===== config.mk =====
export PLATFORM = sky130hd
export DESIGN_NAME = seconds_to_calendar_datetime_top
export DESIGN_NICKNAME = d
export VERILOG_FILES = /design/src/rtl/s2c_pkg.sv /design/src/rtl/s2c_datapath.sv /design/src/rtl/seconds_to_calendar_datetime_top.sv
export SDC_FILE = /design/constraint.sdc
export NUM_CORES = 2
export LEC_CHECK = 0
export ABC_CLOCK_PERIOD_IN_PS = 19350
export BUFFER_PORTS_ARGS = -buffer_cell sky130_fd_sc_hd__buf_2
export CAP_MARGIN = 0
export CORE_MARGIN = 8
export CORE_UTILIZATION = 44
export DETAILED_ROUTE_END_ITERATION = 10
export SLEW_MARGIN = 20
export SYNTH_ARGS = -nofsm -noshare
export SYNTH_HDL_FRONTEND = slang
export SYNTH_HIERARCHICAL = 1
export SYNTH_SLANG_ARGS = --single-unit

===== constraint.sdc =====
create_clock -name clk -period 19.35 [get_ports clk]
set_clock_uncertainty 0.2 [all_clocks]
set_input_delay 3.87 -clock clk [delete_from_list [all_inputs] [get_ports clk]]
set_output_delay 3.87 -clock clk [all_outputs]
set_load 0.1 [all_outputs]

===== src/rtl/s2c_pkg.sv =====
// Shared constants and helpers for the seconds-to-calendar converter.
// Used by s2c_datapath and seconds_to_calendar_datetime_top; no dependencies.
package s2c_pkg;

  // Register stages from input capture to the output register
  localparam int unsigned NumStages = 7;

  localparam int unsigned OffsetWidth = 5;
  localparam int unsigned SecsWidth   = 31;
  localparam int unsigned MonthWidth  = 4;
  localparam int unsigned DayWidth    = 5;
  localparam int unsigned YearWidth   = 12;
  localparam int unsigned HourWidth   = 5;
  localparam int unsigned MinWidth    = 6;
  localparam int unsigned SecWidth    = 6;

  // Seconds are biased by one day so the day split never sees a negative sum
  localparam logic [33:0] SecsPerDay  = 34'd86400;
  localparam logic [33:0] SecsPerHour = 34'd3600;

  // Reciprocals: floor(x/d) == (x*M) >> K over the value ranges in use
  localparam logic [25:0] RecipDay675 = 26'd50903317;  // x < 2^25, K = 35
  localparam logic [22:0] RecipCent   = 23'd7525747;   // /36525, x < 2^22, K = 38
  localparam logic [13:0] RecipHour   = 14'd9321;      // /225, x < 2^13, K = 21
  localparam logic [23:0] RecipMonth  = 24'd8772372;   // *10000/306001, K = 28
  localparam logic [10:0] RecipMin    = 11'd1093;      // /15, x < 2^10, K = 14

  // Julian-day method rebased on the day count q = days + 1
  localparam logic [21:0] CentBias   = 22'd943590;
  localparam logic [16:0] DayBias    = 17'd9558;
  localparam logic [11:0] YearBase   = 12'd1965;

  // floor(30.6001 * e)
  function automatic logic [8:0] month_start(input logic [3:0] e);
    logic [8:0] r;
    case (e)
      4'd0:    r = 9'd0;
      4'd1:    r = 9'd30;
      4'd2:    r = 9'd61;
      4'd3:    r = 9'd91;
      4'd4:    r = 9'd122;
      4'd5:    r = 9'd153;
      4'd6:    r = 9'd183;
      4'd7:    r = 9'd214;
      4'd8:    r = 9'd244;
      4'd9:    r = 9'd275;
      4'd10:   r = 9'd306;
      4'd11:   r = 9'd336;
      4'd12:   r = 9'd367;
      4'd13:   r = 9'd397;
      4'd14:   r = 9'd428;
      4'd15:   r = 9'd459;
      default: r = 9'd0;
    endcase
    return r;
  endfunction

endpackage


===== src/rtl/s2c_datapath.sv =====
// Seven-stage arithmetic pipeline: seconds to date and time of day.
// Depends on s2c_pkg; stage loads are driven by the top-level flow control.
module s2c_datapath import s2c_pkg::*; (
  input  logic                   clk,
  input  logic [NumStages-1:0]   stage_en,
  input  logic [SecsWidth-1:0]   secs,
  input  logic [OffsetWidth-1:0] offset,
  output logic [MonthWidth-1:0]  month,
  output logic [DayWidth-1:0]    day_of_month,
  output logic [YearWidth-1:0]   year,
  output logic [HourWidth-1:0]   hour,
  output logic [MinWidth-1:0]    minute,
  output logic [SecWidth-1:0]    second
);

  // stage 1
  logic [31:0] u_r1;
  logic [33:0] sum_nxt;
  // stage 2
  logic [31:0] u_r2;
  logic [14:0] q_r2;
  logic [50:0] pq;
  // stage 3
  logic [14:0] q_r3;
  logic [16:0] rest_r3;
  logic [21:0] numc_r3;
  logic [31:0] rem_full;
  // stage 4
  logic [14:0] q_r4;
  logic [16:0] rest_r4;
  logic [6:0]  cq_r4;
  logic [4:0]  hour_r4;
  logic [44:0] pc;
  logic [26:0] ph;
  // stage 5
  logic [8:0]  bd_r5;
  logic [11:0] r2_r5;
  logic [6:0]  cq_r5;
  logic [4:0]  hour_r5;
  logic [17:0] pd;
  logic [16:0] bd_full;
  logic [16:0] r2_full;
  // stage 6
  logic [8:0]  bd_r6;
  logic [3:0]  e_r6;
  logic [11:0] r2_r6;
  logic [5:0]  min_r6;
  logic [6:0]  cq_r6;
  logic [4:0]  hour_r6;
  logic [32:0] pe;
  logic [20:0] pm;
  // stage 7 (output)
  logic [3:0]  month_r;
  logic [4:0]  dom_r;
  logic [11:0] year_r;
  logic [4:0]  hour_r;
  logic [5:0]  min_r;
  logic [5:0]  sec_r;
  logic [8:0]  dom_full;
  logic [3:0]  month_nxt;
  logic [11:0] r2_sec;

  // Shift by the offset and bias by one day so the sum stays positive
  assign sum_nxt = $signed({3'b000, secs}) + $signed(offset) * $signed(SecsPerHour)
                 + $signed(SecsPerDay);

  assign pq       = u_r1[31:7] * RecipDay675;
  assign rem_full = u_r2 - 32'(32'(q_r2) * 32'(SecsPerDay));
  assign pc       = numc_r3 * RecipCent;
  assign ph       = rest_r3[16:4] * RecipHour;
  assign pd       = 18'(cq_r4) * 18'd1461;
  assign bd_full  = 17'(q_r4) + DayBias - 17'(pd[17:2]);
  assign r2_full  = rest_r4 - 17'(17'(hour_r4) * 17'(SecsPerHour));
  assign pe       = bd_r5 * RecipMonth;
  assign pm       = r2_r5[11:2] * RecipMin;

  always_comb begin
    dom_full = bd_r6 - month_start(e_r6);
    if (e_r6 > 4'd13) begin
      month_nxt = e_r6 - 4'd13;
    end else begin
      month_nxt = e_r6 - 4'd1;
    end
    r2_sec = r2_r6 - 12'(12'(min_r6) * 12'd60);
  end

  always_ff @(posedge clk) begin
    if (stage_en[0]) begin
      u_r1 <= sum_nxt[31:0];
    end
    if (stage_en[1]) begin
      u_r2 <= u_r1;
      q_r2 <= pq[49:35];
    end
    if (stage_en[2]) begin
      q_r3    <= q_r2;
      rest_r3 <= rem_full[16:0];
      numc_r3 <= 22'(22'(q_r2) * 22'd100) + CentBias;
    end
    if (stage_en[3]) begin
      q_r4    <= q_r3;
      rest_r4 <= rest_r3;
      cq_r4   <= pc[44:38];
      hour_r4 <= ph[25:21];
    end
    if (stage_en[4]) begin
      bd_r5   <= bd_full[8:0];
      r2_r5   <= r2_full[11:0];
      cq_r5   <= cq_r4;
      hour_r5 <= hour_r4;
    end
    if (stage_en[5]) begin
      bd_r6   <= bd_r5;
      e_r6    <= pe[31:28];
      r2_r6   <= r2_r5;
      min_r6  <= pm[19:14];
      cq_r6   <= cq_r5;
      hour_r6 <= hour_r5;
    end
    if (stage_en[6]) begin
      month_r <= month_nxt;
      dom_r   <= dom_full[4:0];
      // drop a year for months after February
      year_r  <= 12'(cq_r6) + YearBase - 12'(month_nxt > 4'd2);
      hour_r  <= hour_r6;
      min_r   <= min_r6;
      sec_r   <= r2_sec[5:0];
    end
  end

  assign month        = month_r;
  assign day_of_month = dom_r;
  assign year         = year_r;
  assign hour         = hour_r;
  assign minute       = min_r;
  assign second       = sec_r;

endmodule


===== src/rtl/seconds_to_calendar_datetime_top.sv =====
// Top level of the seconds-to-calendar converter: flow control and offset register.
// Depends on s2c_pkg and s2c_datapath.
//
// Usage:
//   Each request on the in_ channel carries a seconds count since
//   1989-12-31 00:00:00. The block adds cfg_wr_data hours (signed, written
//   with cfg_wr_en while idle) and returns one request on the out_ channel
//   with month, day, year, hour, minute and second.
//   A request is taken at a clock edge with in_valid high and in_stall low.
//   Each request passes through seven register stages, from input capture
//   to the output register, before out_valid rises.
//   Throughput: one request per cycle while out_stall is low, set by the
//   seven-stage pipeline with at most two constant multipliers per stage.
//   While out_stall is high the output register holds its request; stages
//   behind it keep filling bubbles, and in_stall rises only when every
//   stage holds a request.
//   Reset (rst_n low, synchronous) empties the pipeline and sets the offset
//   to zero hours.
module seconds_to_calendar_datetime_top import s2c_pkg::*; (
  input  logic                   clk,
  input  logic                   rst_n,
  input  logic                   cfg_wr_en,
  input  logic [OffsetWidth-1:0] cfg_wr_data,
  input  logic                   in_valid,
  output logic                   in_stall,
  input  logic [SecsWidth-1:0]   in_epoch_seconds,
  output logic                   out_valid,
  input  logic                   out_stall,
  output logic [MonthWidth-1:0]  out_month,
  output logic [DayWidth-1:0]    out_day_of_month,
  output logic [YearWidth-1:0]   out_year,
  output logic [HourWidth-1:0]   out_hour,
  output logic [MinWidth-1:0]    out_minute,
  output logic [SecWidth-1:0]    out_second
);

  logic [OffsetWidth-1:0] offset_r;
  logic [NumStages-1:0]   valid_r;
  logic [NumStages-1:0]   valid_nxt;
  logic [NumStages-1:0]   stage_en;
  logic [NumStages:0]     ready;

  // A stage may load when it is empty or the stage after it moves on
  always_comb begin
    ready[NumStages] = !out_stall;
    for (int i = NumStages - 1; i >= 0; i--) begin
      ready[i] = !valid_r[i] || ready[i+1];
    end
    stage_en = ready[NumStages-1:0];
    for (int i = 0; i < NumStages; i++) begin
      if (i == 0) begin
        valid_nxt[i] = ready[i] ? in_valid : valid_r[i];
      end else begin
        valid_nxt[i] = ready[i] ? valid_r[i-1] : valid_r[i];
      end
    end
  end

  always_ff @(posedge clk) begin
    if (!rst_n) begin
      valid_r  <= '0;
      offset_r <= '0;
    end else begin
      valid_r <= valid_nxt;
      if (cfg_wr_en) begin
        offset_r <= cfg_wr_data;
      end
    end
  end

  s2c_datapath u_datapath (
    .clk          (clk),
    .stage_en     (stage_en),
    .secs         (in_epoch_seconds),
    .offset       (offset_r),
    .month        (out_month),
    .day_of_month (out_day_of_month),
    .year         (out_year),
    .hour         (out_hour),
    .minute       (out_minute),
    .second       (out_second)
  );

  assign in_stall  = !ready[0];
  assign out_valid = valid_r[NumStages-1];

  a_stall_only_when_full: assert property (@(posedge clk) disable iff (!rst_n)
    in_stall |-> (&valid_r))
    else $error("input stalled while a pipeline stage is empty");

  a_date_range: assert property (@(posedge clk) disable iff (!rst_n)
    out_valid |-> (out_month >= 4'd1 && out_month <= 4'd12 && out_day_of_month != 5'd0))
    else $error("month or day out of range");

  a_time_range: assert property (@(posedge clk) disable iff (!rst_n)
    out_valid |-> (out_hour <= 5'd23 && out_minute <= 6'd59 && out_second <= 6'd59))
    else $error("time of day out of range");

  a_reset_empties: assert property (@(posedge clk)
    !rst_n |=> !out_valid)
    else $error("result presented right after reset");

endmodule

==> impl_metrics.env <==
export IMPL_yosysWarningCount=6
export IMPL_r2r_start="u_datapath/u_r1[21]$_DFFE_PP_"
export IMPL_dpl_cell_count=4699
export IMPL_holdBufCountCts=0
export IMPL_yosysMostFrequentCell="inv_1"
export IMPL_die_area_um2=96100
export IMPL_synth_edf_count=247
export IMPL_synth_top_family_by_area="adder cells"
export IMPL_cts_sinks=264
export IMPL_yosysSeqAreaShare_pct=20.4
export IMPL_netlist_area_um2=38100
export IMPL_clockBufferDepth=3
export IMPL_drt_pass1_iter_count=4
export IMPL_synth_cells=3463
export IMPL_status="finished, final reports clean"
export IMPL_first_global_vias=24900
export IMPL_die_h_um=310
export IMPL_ios=81
export IMPL_drt_iter0_drc=684
export IMPL_clk_insertion_delay_late_ns=0.57
export IMPL_tightest_slew_ns=0.925
export IMPL_synth_commonest_cells="inv_1, ha_1, fa_1, edfxtp_1, xnor2_1"
export IMPL_dp_hpwl_um=64200
export IMPL_core_um2=86200
export IMPL_whs_ns=0.211
export IMPL_initial_utilization_pct=44.1
export IMPL_synth_seq_cells=264
export IMPL_drv_cap=0
export IMPL_ant_nets=0
export IMPL_fin_setup_tns_ns=0
export IMPL_io_buffer_count=80
export IMPL_r2r_slack_ns=11.98
export IMPL_layout_cells_non_filler=4761
export IMPL_min_path_cells=0
export IMPL_syn_avg_cell_area_um2=11.0
export IMPL_synth_area_leader_cell="ha_1"
export IMPL_grt_pass1_wl_um=126000
export IMPL_synth_compound_area_share_pct=6.52
export IMPL_cts_tree="done"
export IMPL_diodes=0
export IMPL_flow_area_growth_from_synthesis_pct=7.89
export IMPL_worstSetupPathType="input port to primary output"
export IMPL_synth_adder_area_share_pct=55.3
export IMPL_cp_data_required_time_ns=15.28
export IMPL_hold_start="u_datapath/u_r2[5]$_DFFE_PP_"
export IMPL_clk_pin_slew_worst_paths_ns=0.06
export IMPL_h_tree_depth=2
export IMPL_critPathCaptureType="primary output"
export IMPL_start_kind="input port"
export IMPL_grt_max_degree=48
export IMPL_synth_area_leaders="ha_1, fa_1, edfxtp_1, inv_1, xnor2_1"
export IMPL_synth_xor_area_share_pct=3.77
export IMPL_slew_headroom_pct=38.0
export IMPL_antenna_found_initial=0
export IMPL_async_reset_ff_share_pct=0
export IMPL_synth_cell_type_count=81
export IMPL_row_count=108
export IMPL_synth_top_area_share_pct=29.2
export IMPL_wirelength_um=74900
export IMPL_synth_simple_area_share_pct=3.98
export IMPL_r2r_end="u_datapath/q_r2[14]$_DFFE_PP_"
export IMPL_nNetsFinal=5004
export IMPL_reg2regPathDepth=21
export IMPL_cts_resized=0
export IMPL_min_to="u_datapath/rest_r3[5]$_DFFE_PP_"
export IMPL_post_cts_setup_buffers=0
export IMPL_gp_congestion=0.855
export IMPL_clock_root_buffer="clkbuf_16"
export IMPL_synthesis_nets=4887
export IMPL_drcViolationCount=0
export IMPL_setup_violations=0
export IMPL_path_max_fanout=42
export IMPL_chipWidth_um=310
export IMPL_clock_fmax_mhz=109
export IMPL_vias_per_cell=4.83
export IMPL_fin_crit_sh_pct=47.5
export IMPL_min_delay_path_class="flop to flop"
export IMPL_num_vias=23000
export IMPL_grt_use_total_pct=16.3
export IMPL_gr_total_overflow=0
export IMPL_rsz0062_at_grt="no"
export IMPL_period_minus_slack_ns=9.20
export IMPL_drive_gt1_share_pct=4.66
export IMPL_cp_data_arrival_time_ns=5.13
export IMPL_slew_violations=0
export IMPL_numCtsBuffers=34
export IMPL_synth_ff_type="edfxtp_1"
export IMPL_wl_per_cell_um=15.7
export IMPL_synthMuxAreaShare_pct=0.411
export IMPL_hold_viol_final=0
flip-flops by register name (all words and copies together), names as in the netlist, 7 cells and up, named ones only:
register            count
u_datapath/cq_r6        7
u_datapath/bd_r5        9
u_datapath/rest_r3     17
u_datapath/year        12
u_datapath/numc_r3     20
u_datapath/u_r2        17
u_datapath/q_r3         9
u_datapath/cq_r4        7
u_datapath/u_r1        32
u_datapath/cq_r5        7
u_datapath/q_r2        15
u_datapath/rest_r4     12
u_datapath/r2_r5       12
valid_r                 7
u_datapath/q_r4         9
metal layers:
metal	part of all wire (%)	global-route usage, %	wire, um
met1	45	20.9	33800
met3	2.8	1.78	2110
met5	0	0	0
met2	51	29.8	37900
met4	1.5	3.10	1130
worst max-delay path: stages:
cell and delay, ns:
buf_2 0.10, and3_4 0.23, inv_4 0.21, nor3_4 0.26
buf_2 0.46
cells by family (layout without fill, tap and decap cells):
logic type,count (synthesis),in the layout
adder cells (fa/ha/maj),1383,1383
buffers and inverters,978,1121
multiplexers,14,14
flip-flops,264,264
AO/OA/AOI/OAI,362,362
AND/OR/NAND/NOR,298,298
XOR/XNOR,164,164
layout by cell type (no fill, tap or decap), types with 7 or more instances in the layout:
cell type / instances
o31ai_1: 9
edfxtp_1: 247
clkbuf_16: 34
mux2i_1: 10
nand4_1: 23
inv_1: 972
nand2_1: 66
nor3_1: 20
xnor2_1: 112
and2_1: 7
nor2b_1: 23
fa_1: 496
clkinv_2: 7
o21ai_1: 14
a21oi_1: 95
buf_2: 80
xor2_1: 52
a31oi_1: 13
nand2b_1: 23
o21a_1: 18
a211oi_1: 10
ha_1: 887
o21ai_0: 46
o21bai_1: 12
a221oi_1: 7
o211ai_1: 12
a21o_1: 65
nand3_1: 20
dfxtp_1: 17
nor2_1: 76
through the flow:
step           util, %  worst slack, ns  instance area (um^2)
2_1_floorplan        -            10.20                 38100
3_3_place_gp      46.3            10.14                 39900
3_5_place_dp      46.3            10.13                 39900
4_1_cts           47.6            10.13                 41100
5_1_grt           47.6            10.10                 41100
6_report          47.6            10.15                 41100
cell type report:
| cell class | instances | area [um^2] |
|---|---|---|
| Timing Repair Buffer | 86 | 445 |
| Fill cell | 8097 | 45200 |
| Clock inverter | 23 | 251 |
| Multi-Input combinational cell | 2221 | 26600 |
| Sequential cell | 264 | 7760 |
| Clock buffer | 39 | 870 |
| Inverter | 973 | 3650 |
| Tap cell | 1155 | 1450 |
how the worst max path moves through the flow:
| stage | endpoint | start | cells after the start |
|---|---|---|---|
| after floorplan | in_stall | out_stall | 3 |
| after global placement | in_stall | out_stall | 5 |
| after detailed placement | in_stall | out_stall | 5 |
| after CTS | in_stall | out_stall | 5 |
| after global routing | in_stall | out_stall | 5 |
| final | in_stall | out_stall | 5 |
Power is not shown: default switching activity piles up to over one toggle a cycle in this logic, so the estimate is an artifact.
